### config.mk
export PLATFORM = sky130hd
export DESIGN_NAME = sparse_column_run_encoder
export DESIGN_NICKNAME = d
export VERILOG_FILES = /design/src/rtl/core/scre_pkg.sv /design/src/rtl/core/sparse_column_run_encoder.sv /design/src/rtl/core/scre_front.sv /design/src/rtl/core/scre_queue.sv /design/src/rtl/core/scre_back.sv
export VERILOG_INCLUDE_DIRS = /design/src /design/src/rtl/core
export SDC_FILE = /design/constraint.sdc
export NUM_CORES = 1
export LEC_CHECK = 0
export ABC_AREA = 0
export ABC_CLOCK_PERIOD_IN_PS = 23800
export BUFFER_PORTS_ARGS = -buffer_cell sky130_fd_sc_hd__buf_2
export CAP_MARGIN = 20
export CORE_UTILIZATION = 50
export CTS_BUF_LIST = sky130_fd_sc_hd__clkbuf_4
export CTS_CLUSTER_SIZE = 20
export DETAILED_ROUTE_END_ITERATION = 7
export PLACE_DENSITY = 0.8
export SETUP_SLACK_MARGIN = 0.3
export SLEW_MARGIN = 15
export SYNTH_ARGS = -nofsm -noshare
export SYNTH_HDL_FRONTEND = slang
export SYNTH_SLANG_ARGS = --single-unit
export TNS_END_PERCENT = 5
### constraint.sdc
create_clock -name aclk -period 23.8 [get_ports aclk]
set_input_delay 2.38 -clock aclk [delete_from_list [all_inputs] [get_ports aclk]]
set_output_delay 2.38 -clock aclk [all_outputs]
set_load 0.02 [all_outputs]
### src/rtl/core/sparse_column_run_encoder_assert.svh
// ----------------------------------------------------------------------------
// Sparse column run encoder assertion macros
// Concurrent check wrappers; empty when NO_ASSERTIONS is defined.
// ----------------------------------------------------------------------------
`ifndef SPARSE_COLUMN_RUN_ENCODER_ASSERT_SVH
`define SPARSE_COLUMN_RUN_ENCODER_ASSERT_SVH
`ifndef NO_ASSERTIONS
`define SCRE_ASSERT_IMPL(label, clk, rst_n, ante, cons) \
    label: assert property (@(posedge clk) disable iff (!(rst_n)) (ante) |-> (cons)) \
        else $error("scre assertion failed");
`define SCRE_ASSERT_NEXT(label, clk, rst_n, ante, cons) \
    label: assert property (@(posedge clk) disable iff (!(rst_n)) (ante) |=> (cons)) \
        else $error("scre assertion failed");
`else
`define SCRE_ASSERT_IMPL(label, clk, rst_n, ante, cons)
`define SCRE_ASSERT_NEXT(label, clk, rst_n, ante, cons)
`endif
`endif

### src/rtl/core/scre_pkg.sv
// ----------------------------------------------------------------------------
// scre_pkg
// Shared types and constants of the sparse column run encoder.
// ----------------------------------------------------------------------------
package scre_pkg;

    localparam longint unsigned MAX_ROWS_DEFAULT = 64'd65536;
    localparam longint unsigned ROW_LIMIT        = 64'd65536;
    localparam logic [16:0]     NUM_ROWS_RESET   = 17'h10000;
    localparam int unsigned     QUEUE_DEPTH      = 2;

    localparam logic CMD_ENTRY = 1'b0;
    localparam logic CMD_EMPTY = 1'b1;

    // Up to three runs per item: zero run before, value run, trailing zero run
    typedef struct packed {
        logic        a_en;
        logic [15:0] a_start;
        logic [16:0] a_len;
        logic        a_first;
        logic        a_last;
        logic        b_en;
        logic [63:0] b_value;
        logic [15:0] b_row;
        logic        b_first;
        logic        b_last;
        logic        c_en;
        logic [15:0] c_start;
        logic [16:0] c_len;
    } job_t;

    typedef struct packed {
        logic [63:0] value;
        logic [15:0] row_start;
        logic [16:0] length;
        logic [31:0] index;
        logic        first_col;
        logic        last_col;
        logic        last_res;
    } run_t;

endpackage

### src/rtl/core/sparse_column_run_encoder.sv
// ----------------------------------------------------------------------------
// sparse_column_run_encoder
// Turns a stream of compressed-sparse-column entries into run-length form.
// ----------------------------------------------------------------------------
// Each accepted word yields one to three runs (gap/leading zeros, value run,
// trailing zeros), or a single full-column zero run for an empty column. The
// front end takes a word every cycle while its two-entry job queue has room;
// the emitter drives one run per cycle while m_tready does not stall it, from its
// single output register. num_rows is written over the cfg channel by the user
// only while the block is idle, which the block does not enforce; reset value 65536.
// ----------------------------------------------------------------------------
`include "sparse_column_run_encoder_assert.svh"

module sparse_column_run_encoder #(
    parameter longint unsigned MAX_ROWS = scre_pkg::MAX_ROWS_DEFAULT
) (
    input  logic          aclk,
    input  logic          aresetn,
    input  logic          cfg_valid,
    output logic          cfg_ready,
    input  logic [16:0]   cfg_data,     // num_rows
    input  logic          s_tvalid,
    output logic          s_tready,
    input  logic [79:0]   s_tdata,      // row_index[15:0], entry_value[79:16]
    input  logic          s_tuser,      // cmd
    input  logic          s_tlast,      // last_in_column
    output logic          m_tvalid,
    input  logic          m_tready,
    output logic [135:0]  m_tdata,      // run_value[63:0], run_row_start[79:64],
                                        // run_length[96:80], run_index[128:97]
    output logic [1:0]    m_tuser,      // first_of_column[0], last_result[1]
    output logic          m_tlast       // last_of_column
);

    scre_pkg::job_t front_job, head_job;
    scre_pkg::run_t out_run;
    logic           q_full, head_valid, pop;

    assign s_tready = !q_full;

    scre_front #(
        .MAX_ROWS (MAX_ROWS)
    ) u_front (
        .aclk      (aclk),
        .aresetn   (aresetn),
        .cfg_valid (cfg_valid),
        .cfg_ready (cfg_ready),
        .cfg_data  (cfg_data),
        .in_valid  (s_tvalid),
        .in_cmd    (s_tuser),
        .in_row    (s_tdata[15:0]),
        .in_value  (s_tdata[79:16]),
        .in_last   (s_tlast),
        .accept    (s_tready),
        .job       (front_job)
    );

    scre_queue u_queue (
        .aclk       (aclk),
        .aresetn    (aresetn),
        .push       (s_tvalid && s_tready),
        .push_job   (front_job),
        .full       (q_full),
        .head_valid (head_valid),
        .head_job   (head_job),
        .pop        (pop)
    );

    scre_back u_back (
        .aclk       (aclk),
        .aresetn    (aresetn),
        .head_valid (head_valid),
        .head_job   (head_job),
        .pop        (pop),
        .out_valid  (m_tvalid),
        .out_ready  (m_tready),
        .out_run    (out_run)
    );

    assign m_tdata = {7'd0, out_run.index, out_run.length, out_run.row_start, out_run.value};
    assign m_tuser = {out_run.last_res, out_run.first_col};
    assign m_tlast = out_run.last_col;

    `SCRE_ASSERT_IMPL(a_len_nonzero, aclk, aresetn, m_tvalid, m_tdata[96:80] != 17'd0)

    `SCRE_ASSERT_IMPL(a_run_in_column, aclk, aresetn, m_tvalid,
        ({2'b00, m_tdata[79:64]} + {1'b0, m_tdata[96:80]}) <= 18'h10000)

    `SCRE_ASSERT_IMPL(a_index_steps, aclk, aresetn,
        m_tvalid && $past(m_tvalid && m_tready) && ($past(m_tdata[128:97]) != 32'hFFFF_FFFF),
        m_tdata[128:97] == 32'($past(m_tdata[128:97]) + 32'd1))

endmodule

### src/rtl/core/scre_front.sv
// ----------------------------------------------------------------------------
// scre_front
// Accepts entries, tracks column state and classifies each item into runs.
// ----------------------------------------------------------------------------
module scre_front #(
    parameter longint unsigned MAX_ROWS = scre_pkg::MAX_ROWS_DEFAULT
) (
    input  logic               aclk,
    input  logic               aresetn,
    input  logic               cfg_valid,
    output logic               cfg_ready,
    input  logic [16:0]        cfg_data,
    input  logic               in_valid,
    input  logic               in_cmd,
    input  logic [15:0]        in_row,
    input  logic [63:0]        in_value,
    input  logic               in_last,
    input  logic               accept,
    output scre_pkg::job_t     job
);

    localparam longint unsigned CapFull =
        (MAX_ROWS < scre_pkg::ROW_LIMIT) ? MAX_ROWS : scre_pkg::ROW_LIMIT;
    localparam logic [16:0] RowCap = 17'(CapFull);

    logic [16:0] num_rows_reg, num_rows_next;
    logic [15:0] prev_reg, prev_next;
    logic        has_prev_reg, has_prev_next;

    logic [16:0] rows_eff;
    logic [15:0] row_max, row_c;
    logic [16:0] row17, row_p1, prev_p1;
    logic        trail;

    assign cfg_ready = 1'b1;

    always_comb begin
        if (num_rows_reg == 17'd0) begin
            rows_eff = 17'd1;
        end else if (num_rows_reg > RowCap) begin
            rows_eff = RowCap;
        end else begin
            rows_eff = num_rows_reg;
        end
        row_max = 16'(rows_eff - 17'd1);
        row_c   = (in_row > row_max) ? row_max : in_row;
        row17   = {1'b0, row_c};
        row_p1  = row17 + 17'd1;
        prev_p1 = {1'b0, prev_reg} + 17'd1;
        trail   = in_last && (row_p1 < rows_eff);

        job.a_en    = has_prev_reg ? (row17 > prev_p1) : (row_c != 16'd0);
        job.a_start = has_prev_reg ? prev_p1[15:0] : 16'd0;
        job.a_len   = has_prev_reg ? 17'(row17 - prev_p1) : row17;
        job.a_first = !has_prev_reg;
        job.a_last  = 1'b0;
        job.b_en    = 1'b1;
        job.b_value = in_value;
        job.b_row   = row_c;
        job.b_first = !has_prev_reg && (row_c == 16'd0);
        job.b_last  = in_last && !trail;
        job.c_en    = trail;
        job.c_start = row_p1[15:0];
        job.c_len   = 17'(rows_eff - row_p1);

        // empty column: one zero run over every row
        if (in_cmd == scre_pkg::CMD_EMPTY) begin
            job.a_en    = 1'b1;
            job.a_start = 16'd0;
            job.a_len   = rows_eff;
            job.a_first = 1'b1;
            job.a_last  = 1'b1;
            job.b_en    = 1'b0;
            job.c_en    = 1'b0;
        end

        num_rows_next = cfg_valid ? cfg_data : num_rows_reg;
        prev_next     = prev_reg;
        has_prev_next = has_prev_reg;
        if (in_valid && accept) begin
            if (in_cmd == scre_pkg::CMD_EMPTY) begin
                has_prev_next = 1'b0;
            end else begin
                prev_next     = row_c;
                has_prev_next = !in_last;
            end
        end
    end

    always_ff @(posedge aclk) begin
        if (!aresetn) begin
            num_rows_reg <= scre_pkg::NUM_ROWS_RESET;
            prev_reg     <= 16'd0;
            has_prev_reg <= 1'b0;
        end else begin
            num_rows_reg <= num_rows_next;
            prev_reg     <= prev_next;
            has_prev_reg <= has_prev_next;
        end
    end

endmodule

### src/rtl/core/scre_queue.sv
// ----------------------------------------------------------------------------
// scre_queue
// Short job queue between the classifier and the run emitter.
// ----------------------------------------------------------------------------
module scre_queue (
    input  logic           aclk,
    input  logic           aresetn,
    input  logic           push,
    input  scre_pkg::job_t push_job,
    output logic           full,
    output logic           head_valid,
    output scre_pkg::job_t head_job,
    input  logic           pop
);

    localparam int unsigned Depth = scre_pkg::QUEUE_DEPTH;
    localparam int unsigned PtrW  = (Depth > 1) ? $clog2(Depth) : 1;
    localparam int unsigned CntW  = $clog2(Depth + 1);

    scre_pkg::job_t slot_reg [Depth];
    logic [PtrW-1:0] wr_ptr_reg, wr_ptr_next, rd_ptr_reg, rd_ptr_next;
    logic [CntW-1:0] count_reg, count_next;

    function automatic logic [PtrW-1:0] ptr_inc(input logic [PtrW-1:0] p);
        return (p == PtrW'(Depth - 1)) ? '0 : PtrW'(p + 1'b1);
    endfunction

    assign full       = (count_reg == CntW'(Depth));
    assign head_valid = (count_reg != '0);
    assign head_job   = slot_reg[rd_ptr_reg];

    always_comb begin
        wr_ptr_next = push ? ptr_inc(wr_ptr_reg) : wr_ptr_reg;
        rd_ptr_next = pop  ? ptr_inc(rd_ptr_reg) : rd_ptr_reg;
        count_next  = count_reg;
        if (push && !pop) begin
            count_next = CntW'(count_reg + 1'b1);
        end else if (pop && !push) begin
            count_next = CntW'(count_reg - 1'b1);
        end
    end

    always_ff @(posedge aclk) begin
        if (push) begin
            slot_reg[wr_ptr_reg] <= push_job;
        end
    end

    always_ff @(posedge aclk) begin
        if (!aresetn) begin
            wr_ptr_reg <= '0;
            rd_ptr_reg <= '0;
            count_reg  <= '0;
        end else begin
            wr_ptr_reg <= wr_ptr_next;
            rd_ptr_reg <= rd_ptr_next;
            count_reg  <= count_next;
        end
    end

endmodule

### src/rtl/core/scre_back.sv
// ----------------------------------------------------------------------------
// scre_back
// Emits the runs of the head job, one per cycle unless out_ready stalls it, into the output register.
// ----------------------------------------------------------------------------
module scre_back (
    input  logic           aclk,
    input  logic           aresetn,
    input  logic           head_valid,
    input  scre_pkg::job_t head_job,
    output logic           pop,
    output logic           out_valid,
    input  logic           out_ready,
    output scre_pkg::run_t out_run
);

    logic [2:0]     done_reg, done_next, en, rem, sel;
    logic [31:0]    counter_reg, counter_next;
    logic           valid_reg, valid_next;
    scre_pkg::run_t run_reg, run_next;
    logic           load, last_res;

    always_comb begin
        en  = {head_job.c_en, head_job.b_en, head_job.a_en};
        rem = en & ~done_reg;
        if (rem[0]) begin
            sel = 3'b001;
        end else if (rem[1]) begin
            sel = 3'b010;
        end else begin
            sel = 3'b100;
        end
        last_res = ((rem & ~sel) == 3'b000);
        load     = head_valid && (!valid_reg || out_ready);
        pop      = load && last_res;

        run_next          = run_reg;
        run_next.index    = counter_reg;
        run_next.last_res = last_res;
        unique case (sel)
            3'b001: begin
                run_next.value     = 64'd0;
                run_next.row_start = head_job.a_start;
                run_next.length    = head_job.a_len;
                run_next.first_col = head_job.a_first;
                run_next.last_col  = head_job.a_last;
            end
            3'b010: begin
                run_next.value     = head_job.b_value;
                run_next.row_start = head_job.b_row;
                run_next.length    = 17'd1;
                run_next.first_col = head_job.b_first;
                run_next.last_col  = head_job.b_last;
            end
            default: begin
                run_next.value     = 64'd0;
                run_next.row_start = head_job.c_start;
                run_next.length    = head_job.c_len;
                run_next.first_col = 1'b0;
                run_next.last_col  = 1'b1;
            end
        endcase

        valid_next   = valid_reg;
        done_next    = done_reg;
        counter_next = counter_reg;
        if (load) begin
            valid_next = 1'b1;
            done_next  = last_res ? 3'b000 : (done_reg | sel);
            if (counter_reg != 32'hFFFF_FFFF) begin
                counter_next = counter_reg + 32'd1;
            end
        end else if (out_ready) begin
            valid_next = 1'b0;
        end
    end

    always_ff @(posedge aclk) begin
        if (load) begin
            run_reg <= run_next;
        end
    end

    always_ff @(posedge aclk) begin
        if (!aresetn) begin
            valid_reg   <= 1'b0;
            done_reg    <= 3'b000;
            counter_reg <= 32'd0;
        end else begin
            valid_reg   <= valid_next;
            done_reg    <= done_next;
            counter_reg <= counter_next;
        end
    end

    assign out_valid = valid_reg;
    assign out_run   = run_reg;

endmodule
=== Word-level counts from Yosys, hierarchy flattened ===
Memories as Yosys holds them, arrays and structs flattened. A register that Yosys moved wholly into a read port is not among the register bits.
Cells that the tools add are included.

* Register bits after elaboration: 206
* Latch bits: 0
* Bits in writable memories: 306
* Bits in read-only memories: 0
* Output and inout bits: 142
* Memories kept: 1

{| class="wikitable"
|+ Memories
! memory !! words !! bits a word !! read ports !! clocked after Yosys merged registers in !! wr ports !! RTL line !! source
|-
| u_queue.slot_reg || 2 || 153 || 1 || 1 || 1 || scre_queue.sv:20 || <nowiki>scre_pkg::job_t slot_reg [Depth];</nowiki>
|}

* $add $sub $neg: 10
* Multipliers: 0
* Div/mod/pow operators: 0
* Magnitude comparators: 4
* Equality and inequality tests: 4
* Shift operators: 0
* Mux-type cells: 24
* Bitwise operators: 6
* Reductions and logical operators: 25

{| class="wikitable"
|+ Operator list
! cell !! number
|-
| $pmux 97 s2 || 1
|-
| $mux 17 || 3
|-
| $mux 37 || 1
|-
| $add 16x1->17 const B || 2
|-
| $add 32x1->32 const B || 1
|-
| $mux 16 || 2
|-
| $ne 32x32->1 const B || 1
|-
| $gt 16x17->1 || 1
|-
| $gt 17x17->1 const B || 1
|-
| $logic_not 17->1 || 1
|-
| $lt 17x17->1 || 1
|-
| $sub 16x17->17 || 1
|-
| $sub 17x17->17 || 1
|-
| $gt 16x16->1 || 1
|-
| $logic_not 16->1 || 1
|-
| $reduce_bool 16->1 || 1
|-
| $sub 16x1->16 const B || 1
|-
| $mux 1 || 11
|-
| $mux 3 || 3
|-
| $logic_and 1x1->1 || 8
|-
| $logic_not 1->1 || 7
|-
| $and 3x3->3 || 2
|-
| $not 3->3 || 2
|-
| $reduce_bool 2->1 || 3
|-
| other kinds (13) || 16
|}

=== Logic depth before layout (Yosys ltp) ===
* Word-level depth: 11
* Depth in mapped cells: 40

=== Hierarchy ===
A second synthesis with hierarchy kept.

* Cells, all modules: 1858
* Area total of the unflattened synthesis: 24304.6 µm²

{| class="wikitable"
|+ By module, submodules not included
! module !! instances !! cells an instance !! area each (µm²) !! seq. area each (µm²)
|-
| scre_queue || 1 || 498 || 11534.8 || 9288.9
|-
| scre_back || 1 || 544 || 6869.1 || 4684.5
|-
| scre_front || 1 || 806 || 5834.3 || 680.7
|-
| sparse_column_run_encoder || 1 || 10 || 66.3 || 0.0
|}

=== Worst setup path after synthesis ===
OpenSTA, ideal clock, no wires.

* Path kind: input-to-reg
* Start: in m_tready
* End: reg u_queue.count_reg[1]
* Arrival time: 9.890 ns
* Required time: 23.724 ns
* Setup slack: 13.835 ns
* Stages: 7
* Path buffers: 0
* Path through: nor2b_1 > nor2_1 > nand2_1 > ha_1 > xor2_1 > or3_1 > a21boi_0

* Word-level cells in the longest chain between the ends: 6

{| class="wikitable"
|+ RTL lines
! item !! RTL line !! source
|-
| from (decl) || sparse_column_run_encoder.sv:28 || <nowiki>input logic m_tready,</nowiki>
|-
| $logic_or 1x1->1 (*) || scre_back.sv:33 || <nowiki>load = head_valid && (!valid_reg || out_ready);</nowiki>
|-
| $logic_and 1x1->1 (*) || scre_back.sv:33 ||
|-
| named net u_back.load || scre_back.sv:20 || <nowiki>logic load, last_res;</nowiki>
|-
| $logic_and 1x1->1 (*) || scre_back.sv:34 || <nowiki>pop = load && last_res;</nowiki>
|-
| $logic_not 1->1 || scre_queue.sv:36 || <nowiki>if (push && !pop) begin</nowiki>
|-
| $logic_and 1x1->1 || scre_queue.sv:36 ||
|-
| $mux 2 or $reduce_bool 2->1 (tied branches) || -- ||
|-
| to (signal assigned) || scre_queue.sv:57 || <nowiki>count_reg <= count_next;</nowiki>
|-
| to (decl) || scre_queue.sv:22 || <nowiki>logic [CntW-1:0] count_reg, count_next;</nowiki>
|}

The timed path passes the listed nets; every way through them passes the cells marked *.
A chain may end at the register's enable or synchronous reset.

==> metrics.md <==
| Metric | Value |
|---|---|
| Setup Fix Bufs, Post-CTS | 0 |
| Root Buffer | clkbuf_4 |
| Synth unique cells | 76 |
| TritonRoute pass-1 iters | 5 |
| CP endpoint | u_queue.slot_reg[0][14] |
| Vias in the first global route | 15080 |
| IO buf count | 237 |
| Final instance area | 0.02602 sq mm |
| Avg WL per Cell | 19.40 um |
| Cell Area, Placed | 0.02433 sq mm |
| Slew Limit Fails | 0 |
| DIE AREA | 0.04590 sq mm |
| Share of flip-flops with an asynchronous set or reset | 0 |
| Max-cap viol count | 0 |
| Clk sinks | 513 |
| Number of hold buffers added after CTS | 0 |
| CP startpoint | u_front.num_rows_reg[16] |
| Boundary Pins | 246 |
| CTS Buffer Depth | 3 |
| HP Class | reg -> reg |
| Final period utilization | 0.4111 |
| Final HPWL DP | 36.03 mm |
| Post-Syn Area | 0.02253 sq mm |
| Final Hold Vio Count | 0 |
| Fillers | 3563 |
| CTS clk-pin slew, worst paths | 0.07 ns |
| Setup TNS | 0 ns |
| Share of post-route cells with drive strength above 1 | 0.2253 |
| Gate Count Post-Synth | 1738 |
| Starting density of the core | 0.5083 |
| Outcome | finished clean |
| Inserted Clock Buffers | 132 |
| Largest net degree at the start of global routing | 154 |
| Commonest non-fill, non-tap cell in the layout | edfxtp_1 |
| # rows | 77 |
| Critical Path RT | 24.43 ns |
| Post-synth top flop | edfxtp_1 |
| EDFF count, synth | 438 |
| Yosys warns | 0 |
| RSZ-0062 raised after global routing | false |
| Antenna violations before repair | 2 |
| Worst reg2reg endpoint | u_queue.slot_reg[0][14] |
| Register area | 0.01466 sq mm |
| Crit-path max cell delay | 0.98 ns |
| Worst EP arrival | 10.42 ns |
| Largest register FFs | 306 |
| Final core utilization | 0.5872 |
| Setup crit start kind | flop |
| PD cells | 114.0 mW/mm^2 |
| Fmax | 102.2 MHz |
| Total global-route track usage | 0.2348 |
| Flop-to-flop setup slack | 14.02 ns |
| CP Capture Type | flop |
| Total gr overflow | 0 |
| VDD IR max | 65.92 uV |
| Final std cells w/o fill | 2739 |
| Hold_ws | 0.4360 ns |
| Avg Cell Area, Syn | 12.96 sq um |
| Initial drt markers | 1044 |
| Worst skew pair latency | 0.93 ns |
| Vias/cell | 5.486 |
| Core area | 0.04432 sq mm |
| Routability cong. | 0.9241 |
| Dpl cells | 2515 |
| Leak Pwr | 10.01 nW |
| Die Y | 214.3 um |
| Layer with the highest usage | met2 |
| Area grow syn2layout | 15.53% |
| Fin nets | 2214 |
| Post-cts resize count | 0 |
| Crit-path max FO | 32 |
| Footprint of the multi-input gates | 0.007346 sq mm |
| Vias | 15030 |
| DRT Wirelength | 53.15 mm |
| Setup CP Type | reg -> reg |
| Met3 Usage GRT | 0.06312 |
| Clock skew | 0.05731 ns |
| GRT met1 Usage | 0.3032 |
| GR Layer Usage met2 | 0.3710 |
| Post-route ant nets | 0 |
| DR DRC count | 0 |
| Final min period | 9.785 ns |
| R2r startpoint | u_front.num_rows_reg[16] |
| Seq/Total Area, Yosys | 0.6506 |
| Least-Margin Pin Slew | 1.098 ns |
| H-tree levels | 4 |
| R2r worst-path depth | 34 |
| Slowest cell on the critical path | dfxtp_1 |
| FF+latch count, synth | 513 |
| Worst slew margin | 0.2630 |
| CTS tree | yes |
| First-pass GRT wire length | 82.52 mm |
| Final setup fails | 0 |
| Most frequent cells in the layout | edfxtp_1, buf_2, clkbuf_4, nor2_1, mux2i_1 |
| Die W | 214.3 um |
[synth_stat cells, types with 24 or more instances]
cell | number | area (sq um)
edfxtp_1 | 438 | 13150
nand2_1 | 115 | 431.7
o211ai_1 | 24 | 180.2
mux2i_1 | 165 | 1652
xnor2_1 | 58 | 508.0
and2_1 | 43 | 269.0
xor2_1 | 27 | 236.5
ha_1 | 51 | 638.1
clkbuf_1 | 56 | 210.2
o21ai_0 | 64 | 320.3
nor2_1 | 180 | 675.7
nor2b_1 | 38 | 237.7
nand3_1 | 33 | 165.2
dfxtp_1 | 75 | 1501
inv_1 | 68 | 255.2
a21oi_1 | 65 | 325.3
[cell type report]
class | count | area share
multi-input combinational | 1086 | 0.2823
tap | 592 | 0.02846
sequential | 513 | 0.5633
timing repair buffer | 255 | 0.05135
inverter | 69 | 0.009953
clock buffer | 187 | 0.05395
clock inverter | 34 | 0.01043
antenna | 3 | 0.0002885
[metrics by stage]
step                setup WS [ns]  power [mW]
floorplan                   13.83       1.958
finish                      14.02       2.966
global route                13.21       3.122
CTS                         14.03       3.001
detailed placement          14.14       2.238
global placement            14.40       2.216
[how the worst min path moves through the flow]
stage,start,endpoint,slack [ns],cells past startpoint
2_1_floorplan,u_back.done_reg[2],u_back.done_reg[2],0.41,2
3_3_place_gp,u_back.done_reg[2],u_back.done_reg[2],0.42,2
3_5_place_dp,u_back.done_reg[2],u_back.done_reg[2],0.43,2
4_1_cts,u_back.done_reg[2],u_back.done_reg[2],0.44,2
5_1_grt,u_back.counter_reg[17],u_back.out_run[20],0.47,0
6_report,u_back.done_reg[2],u_back.done_reg[2],0.44,2
[cells by family after synthesis]
group,Yosys count,synth area share
buffers and inverters,145,0.02600
multiplexers,167,0.07493
AO/OA/AOI/OAI,265,0.07621
adder cells (fa/ha/maj),55,0.03099
flip-flops,513,0.6506
other,2,0.0003334
XOR/XNOR,86,0.03377
AND/OR/NAND/NOR,505,0.1072
[power breakdown]
group          switching [mW]  total (mW)  internal, mW
clock network           0.336       0.750         0.414
registers              0.0768        1.33          1.25
logic                   0.604       0.885         0.281
[routing by layer]
metal / share of wire / vias up
li1: - / 7080
met4: 0.032 / 0
met2: 0.47 / 584
met3: 0.068 / 109
met1: 0.43 / 7252
met5: 0 / -
[worst max-delay path: cells and delay by family (launching register included)]
family                   cells  cell delay, ns
XOR/XNOR                     1            0.20
adder cells (fa/ha/maj)      5            1.86
flip-flops                   1            0.98
AND/OR/NAND/NOR              8            1.38
AO/OA/AOI/OAI               15            3.76
buffers and inverters        5            1.29
Power figures use the tool's default switching activity.
